## config.mk

```make
export PLATFORM = sky130hd
export DESIGN_NAME = coalescing_packet_ring_queue
export DESIGN_NICKNAME = d
export VERILOG_FILES = /design/src/rtl/cprq_pkg.sv /design/src/rtl/cprq_ram.sv /design/src/rtl/coalescing_packet_ring_queue.sv
export SDC_FILE = /design/constraint.sdc
export NUM_CORES = 2
export LEC_CHECK = 0
export BUFFER_PORTS_ARGS = -buffer_cell sky130_fd_sc_hd__buf_4
export CAP_MARGIN = 20
export CORE_ASPECT_RATIO = 0.8
export CORE_MARGIN = 8
export CORE_UTILIZATION = 47
export DETAILED_ROUTE_END_ITERATION = 6
export PLACE_DENSITY = 0.65
export SYNTH_ARGS = -nofsm -noshare
export SYNTH_HDL_FRONTEND = slang
export SYNTH_SLANG_ARGS = --single-unit
```

## constraint.sdc

```tcl
create_clock -name clk -period 30.9 [get_ports clk]
set_input_delay 7.725 -clock clk [delete_from_list [all_inputs] [get_ports clk]]
set_output_delay 7.725 -clock clk [all_outputs]
set_load 0.1 [all_outputs]
```

## src/rtl/cprq_pkg.sv

```systemverilog
// Shared types, constants and helpers for the coalescing packet ring queue.
package cprq_pkg;

  localparam int DEPTH        = 16;
  localparam int IDX_W        = $clog2(DEPTH);
  localparam int LEN_W        = $clog2(DEPTH + 1);
  localparam int QLEN_W       = 5;
  localparam int CFG_W        = 5;
  localparam int IDLE_ADDRESS = 255;
  localparam int QLEN_RESET   = 10;
  localparam int MAX_DATA_LEN = 6;

  localparam logic [7:0] IDLE_KIND = 8'h10;

  localparam logic [1:0] REQ_INSERT = 2'd0;
  localparam logic [1:0] REQ_READ   = 2'd1;
  localparam logic [1:0] REQ_FORGET = 2'd2;
  localparam logic [1:0] REQ_CLEAR  = 2'd3;

  localparam logic [1:0] MODE_PLAIN  = 2'd0;
  localparam logic [1:0] MODE_REPEAT = 2'd1;
  localparam logic [1:0] MODE_EMERG  = 2'd2;

  localparam logic CFG_QUEUE_MODE   = 1'b0;
  localparam logic CFG_QUEUE_LENGTH = 1'b1;

  typedef struct packed {
    logic [15:0] addr;
    logic [7:0]  kind;
    logic [1:0]  akind;
    logic [3:0]  rep;
    logic [2:0]  len;
    logic [47:0] pay;
  } packet_t;

  localparam int PKT_W = $bits(packet_t);

  function automatic packet_t idle_pkt();
    packet_t p;
    p.addr  = 16'(IDLE_ADDRESS);
    p.kind  = IDLE_KIND;
    p.akind = 2'd0;
    p.rep   = 4'd0;
    p.len   = 3'd1;
    p.pay   = 48'd0;
    return p;
  endfunction

endpackage

```

## src/rtl/cprq_ram.sv

```systemverilog
// Generic single-write, single-read RAM with registered read data.
module cprq_ram #(
  parameter int WIDTH = 8,
  parameter int DEPTH = 16
) (
  input  logic                     clk,
  input  logic                     we,
  input  logic [$clog2(DEPTH)-1:0] waddr,
  input  logic [WIDTH-1:0]         wdata,
  input  logic [$clog2(DEPTH)-1:0] raddr,
  output logic [WIDTH-1:0]         rdata
);

  logic [WIDTH-1:0] mem [DEPTH];

  always_ff @(posedge clk) begin
    if (we) begin
      mem[waddr] <= wdata;
    end
    rdata <= mem[raddr];
  end

endmodule

```

## src/rtl/coalescing_packet_ring_queue.sv

```systemverilog
// Top level of the coalescing packet ring queue: sequencer around the slot RAM.
//
// One request at a time; busy is high while a request is worked on. Clear,
// a read of an empty queue and a refused zero-repeat insert in repeat mode
// finish straight from idle; a read waits for the registered RAM data; an
// insert scans the queued packets and stops early when a match is found; a
// repeat-mode read that reinserts then scans the remaining queued packets in
// the same way; a forget scans n slots, n being queue_length held to the
// range 1..16. The scanning pace is set by the slot RAM, which is scanned one
// slot per cycle through its single read port. Each result shows on the
// output ports for exactly one cycle with done high and must be taken then:
// the receiver cannot stall the block. Configuration writes are taken only
// while busy is low; writing queue_length also empties the queue.
module coalescing_packet_ring_queue (
  input  logic        clk,
  input  logic        rst,
  input  logic        start,
  output logic        busy,
  input  logic [1:0]  req_type,
  input  logic [15:0] address,
  input  logic [7:0]  kind,
  input  logic [1:0]  addr_format,
  input  logic [3:0]  repeat_req,
  input  logic [2:0]  data_len,
  input  logic [47:0] payload,
  input  logic        cfg_we,
  input  logic        cfg_index,
  input  logic [cprq_pkg::CFG_W-1:0] cfg_data,
  output logic        done,
  output logic        ok,
  output logic [15:0] out_address,
  output logic [7:0]  out_kind,
  output logic [1:0]  out_addr_format,
  output logic [3:0]  out_repeat,
  output logic [2:0]  out_data_len,
  output logic [47:0] out_payload
);

  typedef enum logic [3:0] {
    S_IDLE   = 4'b0001,
    S_ISCAN  = 4'b0010,
    S_RDDATA = 4'b0100,
    S_FSCAN  = 4'b1000
  } state_t;

  state_t state;

  logic [1:0]                      mode;
  logic [cprq_pkg::QLEN_W-1:0]     qlen;
  logic [cprq_pkg::IDX_W-1:0]      head;
  logic [cprq_pkg::IDX_W-1:0]      tail;
  logic [cprq_pkg::LEN_W-1:0]      fill;
  logic [cprq_pkg::DEPTH-1:0]      vld;
  logic [cprq_pkg::LEN_W-1:0]      issued;
  logic [cprq_pkg::IDX_W-1:0]      scan_idx;
  logic [cprq_pkg::IDX_W-1:0]      cmp_idx;
  logic                            cmp_vld;
  logic                            rd_vld;
  logic                            found;
  logic                            is_read;
  cprq_pkg::packet_t               pkt;
  cprq_pkg::packet_t               res_pkt;
  cprq_pkg::packet_t               out_pkt;

  logic [cprq_pkg::LEN_W-1:0]      nlen;
  cprq_pkg::packet_t               in_pkt;
  cprq_pkg::packet_t               ram_q;
  cprq_pkg::packet_t               rd_pkt;
  cprq_pkg::packet_t               rep_pkt;
  cprq_pkg::packet_t               emg_pkt;
  logic                            ins_hit;
  logic                            fgt_hit;
  logic                            ram_we;
  logic [cprq_pkg::IDX_W-1:0]      ram_waddr;
  cprq_pkg::packet_t               ram_wdata;
  logic [cprq_pkg::IDX_W-1:0]      ram_raddr;

  function automatic logic [cprq_pkg::IDX_W-1:0] idx_inc(
    input logic [cprq_pkg::IDX_W-1:0] i,
    input logic [cprq_pkg::LEN_W-1:0] n
  );
    if (cprq_pkg::LEN_W'(i) + cprq_pkg::LEN_W'(1) == n) begin
      return '0;
    end
    return i + cprq_pkg::IDX_W'(1);
  endfunction

  always_comb begin
    if (qlen == '0) begin
      nlen = cprq_pkg::LEN_W'(1);
    end else if (int'(qlen) > cprq_pkg::DEPTH) begin
      nlen = cprq_pkg::LEN_W'(cprq_pkg::DEPTH);
    end else begin
      nlen = cprq_pkg::LEN_W'(qlen);
    end
  end

  always_comb begin
    in_pkt.addr  = address;
    in_pkt.kind  = kind;
    in_pkt.akind = addr_format;
    in_pkt.rep   = repeat_req;
    in_pkt.len   = (int'(data_len) > cprq_pkg::MAX_DATA_LEN) ?
                   3'(cprq_pkg::MAX_DATA_LEN) : data_len;
    in_pkt.pay   = payload;
  end

  assign rd_pkt  = rd_vld ? ram_q : cprq_pkg::idle_pkt();
  assign ins_hit = cmp_vld && (rd_pkt.addr == pkt.addr) && (rd_pkt.kind == pkt.kind);
  assign fgt_hit = cmp_vld && (rd_pkt.addr == pkt.addr) && (rd_pkt.akind == pkt.akind);

  always_comb begin
    rep_pkt = rd_pkt;
    if (rd_pkt.rep != 4'd0) begin
      rep_pkt.rep = rd_pkt.rep - 4'd1;
    end
    emg_pkt     = rd_pkt;
    emg_pkt.rep = rd_pkt.rep - 4'd1;
  end

  always_comb begin
    ram_we    = 1'b0;
    ram_waddr = cmp_idx;
    ram_wdata = pkt;
    ram_raddr = (state == S_IDLE) ? head : scan_idx;
    case (state)
      S_ISCAN: begin
        if (ins_hit) begin
          ram_we = 1'b1;
        end else if (issued == fill && fill < nlen) begin
          ram_we    = 1'b1;
          ram_waddr = tail;
        end
      end
      S_RDDATA: begin
        if (mode == cprq_pkg::MODE_EMERG) begin
          ram_we    = 1'b1;
          ram_waddr = head;
          ram_wdata = emg_pkt;
        end
      end
      default: begin
        ram_we = 1'b0;
      end
    endcase
  end

  cprq_ram #(
    .WIDTH (cprq_pkg::PKT_W),
    .DEPTH (cprq_pkg::DEPTH)
  ) u_slots (
    .clk   (clk),
    .we    (ram_we),
    .waddr (ram_waddr),
    .wdata (ram_wdata),
    .raddr (ram_raddr),
    .rdata (ram_q)
  );

  always_ff @(posedge clk) begin
    rd_vld <= vld[ram_raddr];
  end

  always_ff @(posedge clk) begin
    if (rst) begin
      state   <= S_IDLE;
      done    <= 1'b0;
      ok      <= 1'b0;
      mode    <= cprq_pkg::MODE_PLAIN;
      qlen    <= cprq_pkg::QLEN_W'(cprq_pkg::QLEN_RESET);
      head    <= '0;
      tail    <= '0;
      fill    <= '0;
      vld     <= '0;
      cmp_vld <= 1'b0;
      found   <= 1'b0;
      is_read <= 1'b0;
      issued  <= '0;
    end else begin
      done <= 1'b0;
      if (ram_we) begin
        vld[ram_waddr] <= 1'b1;
      end
      case (state)
        S_IDLE: begin
          if (cfg_we) begin
            if (cfg_index == cprq_pkg::CFG_QUEUE_MODE) begin
              mode <= cfg_data[1:0];
            end else begin
              qlen <= cprq_pkg::QLEN_W'(cfg_data);
              vld  <= '0;
              head <= '0;
              tail <= '0;
              fill <= '0;
            end
          end
          if (start) begin
            pkt      <= in_pkt;
            is_read  <= 1'b0;
            issued   <= '0;
            cmp_vld  <= 1'b0;
            found    <= 1'b0;
            scan_idx <= head;
            case (req_type)
              cprq_pkg::REQ_INSERT: begin
                if (mode == cprq_pkg::MODE_REPEAT && repeat_req == 4'd0) begin
                  done    <= 1'b1;
                  ok      <= 1'b0;
                  out_pkt <= '0;
                end else begin
                  state <= S_ISCAN;
                end
              end
              cprq_pkg::REQ_READ: begin
                if (fill == '0) begin
                  done    <= 1'b1;
                  ok      <= 1'b0;
                  out_pkt <= '0;
                end else begin
                  state <= S_RDDATA;
                end
              end
              cprq_pkg::REQ_FORGET: begin
                scan_idx <= '0;
                state    <= S_FSCAN;
              end
              default: begin
                vld     <= '0;
                head    <= '0;
                tail    <= '0;
                fill    <= '0;
                done    <= 1'b1;
                ok      <= 1'b0;
                out_pkt <= '0;
              end
            endcase
          end
        end
        S_ISCAN: begin
          cmp_vld <= 1'b0;
          if (ins_hit) begin
            done    <= 1'b1;
            ok      <= 1'b1;
            out_pkt <= is_read ? res_pkt : '0;
            state   <= S_IDLE;
          end else if (issued == fill) begin
            if (fill < nlen) begin
              tail <= idx_inc(tail, nlen);
              fill <= fill + cprq_pkg::LEN_W'(1);
            end
            done    <= 1'b1;
            ok      <= is_read || (fill < nlen);
            out_pkt <= is_read ? res_pkt : '0;
            state   <= S_IDLE;
          end else begin
            cmp_vld  <= 1'b1;
            cmp_idx  <= scan_idx;
            scan_idx <= idx_inc(scan_idx, nlen);
            issued   <= issued + cprq_pkg::LEN_W'(1);
          end
        end
        S_RDDATA: begin
          done  <= 1'b1;
          ok    <= 1'b1;
          state <= S_IDLE;
          case (mode)
            cprq_pkg::MODE_REPEAT: begin
              head <= idx_inc(head, nlen);
              fill <= fill - cprq_pkg::LEN_W'(1);
              if (rep_pkt.rep != 4'd0) begin
                done     <= 1'b0;
                pkt      <= rep_pkt;
                res_pkt  <= rep_pkt;
                is_read  <= 1'b1;
                issued   <= '0;
                cmp_vld  <= 1'b0;
                scan_idx <= idx_inc(head, nlen);
                state    <= S_ISCAN;
              end else begin
                out_pkt <= rep_pkt;
              end
            end
            cprq_pkg::MODE_EMERG: begin
              out_pkt <= emg_pkt;
              if (emg_pkt.rep == 4'd0) begin
                head <= idx_inc(head, nlen);
                fill <= fill - cprq_pkg::LEN_W'(1);
              end
            end
            default: begin
              out_pkt <= rd_pkt;
              head    <= idx_inc(head, nlen);
              fill    <= fill - cprq_pkg::LEN_W'(1);
            end
          endcase
        end
        S_FSCAN: begin
          cmp_vld <= 1'b0;
          if (fgt_hit) begin
            vld[cmp_idx] <= 1'b0;
            found        <= 1'b1;
          end
          if (issued == nlen) begin
            done    <= 1'b1;
            ok      <= found || fgt_hit;
            out_pkt <= '0;
            state   <= S_IDLE;
          end else begin
            cmp_vld  <= 1'b1;
            cmp_idx  <= scan_idx;
            scan_idx <= idx_inc(scan_idx, nlen);
            issued   <= issued + cprq_pkg::LEN_W'(1);
          end
        end
        default: begin
          state <= S_IDLE;
        end
      endcase
    end
  end

  assign busy             = (state != S_IDLE);
  assign out_address      = out_pkt.addr;
  assign out_kind         = out_pkt.kind;
  assign out_addr_format  = out_pkt.akind;
  assign out_repeat       = out_pkt.rep;
  assign out_data_len     = out_pkt.len;
  assign out_payload      = out_pkt.pay;

endmodule

```

==> metrics.md <==
| Metric | Value |
|---|---|
| Antenna violations before repair | 3 |
| Post-DP HPWL | 87.44 mm |
| Die area | between 0.15 and 0.2 mm² |
| Final nets | 5,331 |
| Fmax | ~99 MHz |
| Reg2Reg Depth | 11 |
| CTS max path bufs | 3 |
| Top post-synthesis cells by area | edfxtp_1 (69%), nand2_1 (5.6%), a211oi_1 (4.6%), dfxtp_1 (3.9%), and2_1 (3.0%) |
| Port bufs | roughly 180 |
| Syn avg cell area | 13.29 µm² |
| Pins over their slew limit | 0 |
| Tmin final | approximately 10 ns |
| Post-route setup TNS | 0 ns |
| Type of the tightest min-delay check | reg2reg |
| CTS tree | built |
| Hold Buf Count CTS | 0 |
| Die W | about 440 µm |
| Core ar. | approximately 0.14 mm² |
| Setup repair after global routing missed its margin | no |
| DR DRC count | 0 |
| Largest fanout on the critical path | 60 |
| Max VDD drop | about 0.054 mV |
| Synthesis-to-finish area growth | 13.28% |
| Reg2reg setup slack | around 25 ns |
| Post-Layout Cell Count | approximately 7,200 |
| Total power | between 5 and 6 mW |
| CP required | roughly 31 ns |
| Gpl congestion | between 0.8 and 0.9 |
| Status | completed |
| Worst reg2reg startpoint | rd_vld |
| YS warnings | 0 |
| Post-route ant nets | 0 |
| First-pass iteration count of the detailed router | 7 |
| # fillers | roughly 12,000 |
| Clk_skew | about 0.030 ns |
| Drt via density | ~5.9 |
| Area of the multi-input gates | 0.01677 mm² |
| Placed insts | 6,935 |
| Register area share after synthesis | between 70% and 80% |
| Final hold vios | 0 |
| Largest area contributor in the netlist | edfxtp_1 |
| Via count | 42,390 |
| MaxCap Viol Count | 0 |
| Worst-path clk slew | ~0.06 ns |
| Syn nets | approximately 5,200 |
| Inserted Clock Buffers | between 150 and 200 |
| Min-Delay Path Depth | 1 |
| PostCTS Resize Cnt | 0 |
| Worst-Skew Late Latency | roughly 0.80 ns |
| Clock Tree Root | clkbuf_16 |
| Gr usage total | around a fifth |
| Avg WL per Cell | between 20 and 25 µm |
| H-tree depth | 4 |
| Vias in the first global route | 39,990 |
| Post-detailed-routing wire length | around 170 mm |
| Min Hold Slack | about 0.46 ns |
| Register area | approximately 0.049 mm² |
| Syn Inst Count | a little over 5,000 |
| Top Ports | 177 |
| Final worst path period share | about 33% |
| Post-synth cell types | around 80 |
| Final setup violation count | 0 |
| # clock sinks | 1,679 |
| Largest net degree at the start of global routing | between 200 and 250 |
| Hold Startpoint | vld[5] |
| Initial DRC Count | ~4,300 |
| Layout cells sized above 1 | between 10 and 15% |
| GRT Residual Overflow | 0 |
| Cell area after synthesis | about 0.068 mm² |
| Crit path kind | in2reg |
| Post-synth EDFFs | 1,547 |
| Crit path arrival time | 10.54 ns |
| Asr flop ratio synth | 0% |
| Buffer count from post-CTS setup fixing | 0 |
| Pleak | approximately 26 nW |
| CP startpoint kind | input pin |
| Cell Pwr Density | 72.44 mW/mm² |
| Die Span Y | between 300 and 400 µm |
| Slew HR | a little over a quarter |
| First-pass GRT wire length | 253.6 mm |
| CP endpoint kind | flop |
| Least-Margin Pin Slew | approximately 1.1 ns |
| Yosys top cell area share | 68.80% |
| Ys flop type | edfxtp_1 |
| R2r endpoint | u_slots.mem[15][64] |
| Row cnt | 124 |
| FF+latch count, synth | 1,679 |
| Initial core utilization | roughly 47% |
| Worst Hold End | vld[5] |
## placed cells by master (no fill, tap or decap), types with 7 or more instances in the layout
cell	netlist	final
clkbuf_1	331	53
inv_1	110	110
xnor2_1	21	21
nand2b_1	16	16
edfxtp_1	1547	1547
a311oi_1	165	165
o21ai_0	260	257
dfxtp_1	132	131
xor2_1	19	19
and2_0	18	18
mux2i_1	14	12
nor3_2	0	10
clkbuf_8	0	12
clkinv_1	0	34
a21o_1	7	7
a31oi_1	170	170
nand3b_1	9	9
a21oi_1	197	196
and2_1	321	319
a211oi_1	414	414
ha_1	21	21
clkinv_2	0	11
buf_4	3	325
nand3_1	18	18
o21a_1	12	12
o22ai_1	8	8
nor3_1	22	12
clkbuf_16	0	172
and3_1	10	10
bufinv_16	0	7
nor2b_1	17	17
nand2_1	1003	1001
nor2_1	59	58
## worst max path at each step
stage,to,slack [ns],from
after floorplan,out_addr_format[0],15.68,repeat_req[3]
after global routing,out_payload[33],20.63,repeat_req[3]
final,out_payload[26],20.77,repeat_req[3]
after global placement,out_payload[36],19.86,repeat_req[3]
after CTS,out_data_len[0],20.81,repeat_req[3]
after detailed placement,out_data_len[0],19.94,repeat_req[3]
## worst max-delay path, stage by stage
cell       delay, ns
buf_4           0.12
nor4_2          0.70
buf_4           0.27
nand2_1         0.06
a2111oi_0       0.40
o21ai_0         0.22
nor3b_2         0.23
buf_4           0.64
## layout make-up
cell class / instances / share of cell area (%)
flip-flops and latches: 1679 / 64.19
multi-input cells: 2926 / 21.93
clock buffers: 237 / 6.103
repair buffers: 333 / 3.419
well taps: 1890 / 3.092
clock inverters: 63 / 0.7165
inverters: 110 / 0.5398
diodes: 2 / 0.006543
## synth_stat cells, drive strengths merged (6+ instances only)
| master | count |
|---|---|
| clkbuf | 332 |
| buf | 34 |
| a31o | 6 |
| nor3 | 22 |
| dfxtp | 132 |
| nand3b | 9 |
| a21o | 7 |
| o21a | 12 |
| and3 | 10 |
| a31oi | 170 |
| nand2 | 1003 |
| o22ai | 8 |
| a22oi | 6 |
| nand2b | 16 |
| ha | 21 |
| and2 | 339 |
| edfxtp | 1547 |
| nor4 | 10 |
| o21ai | 261 |
| xnor2 | 21 |
| a311oi | 165 |
| a211oi | 414 |
| nand3 | 18 |
| a21oi | 198 |
| mux2i | 14 |
| nor2b | 18 |
| inv | 110 |
| xor2 | 19 |
| nor2 | 59 |
| a41oi | 6 |
## power breakdown
part / internal (mW) / switching, mW / total [mW]
clock network: 1.11 / 0.833 / 1.94
logic: 0.277 / 0.677 / 0.954
registers: 2.59 / 0.0516 / 2.65
total: 3.98 / 1.56 / 5.54
## through the flow
step	instance area (µm²)	utilization [%]	worst slack (ns)
final	76490	53.59	20.77
after global routing	76480	53.58	20.63
after CTS	76440	53.55	20.81
after detailed placement	71220	49.90	19.94
after global placement	71200	49.88	19.86
after floorplan	67520	-	15.68
## routing by layer
layer	up-vias	wire [µm]	track usage, %
met3	231	12920	3.078
met4	0	3869	6.041
met5	-	0	0
met2	1661	80110	33.54
li1	19350	-	-
met1	21140	73560	30.38
## logic make-up after synthesis
group                    synth area share [%]
flip-flops                              72.71
AND/OR/NAND/NOR                         10.40
AO/OA/AOI/OAI                           12.95
buffers and inverters                   2.720
XOR/XNOR                               0.5188
adder cells (fa/ha/maj)                0.4188
multiplexers                           0.2798
## sequential cells by signal, summed over array words and instances (netlist names), 2 cells and up
register,flops
res_pkt,81
scan_idx,4
mode,2
qlen,5
issued,5
head,4
cmp_idx,4
out_address,16
state,4
fill,5
out_data_len,3
u_slots.rdata,81
out_payload,48
tail,4
out_kind,8
pkt,81
out_repeat,4
vld,16
out_addr_format,2
u_slots.mem,1296
No activity file was read; power rests on OpenSTA's default activity.
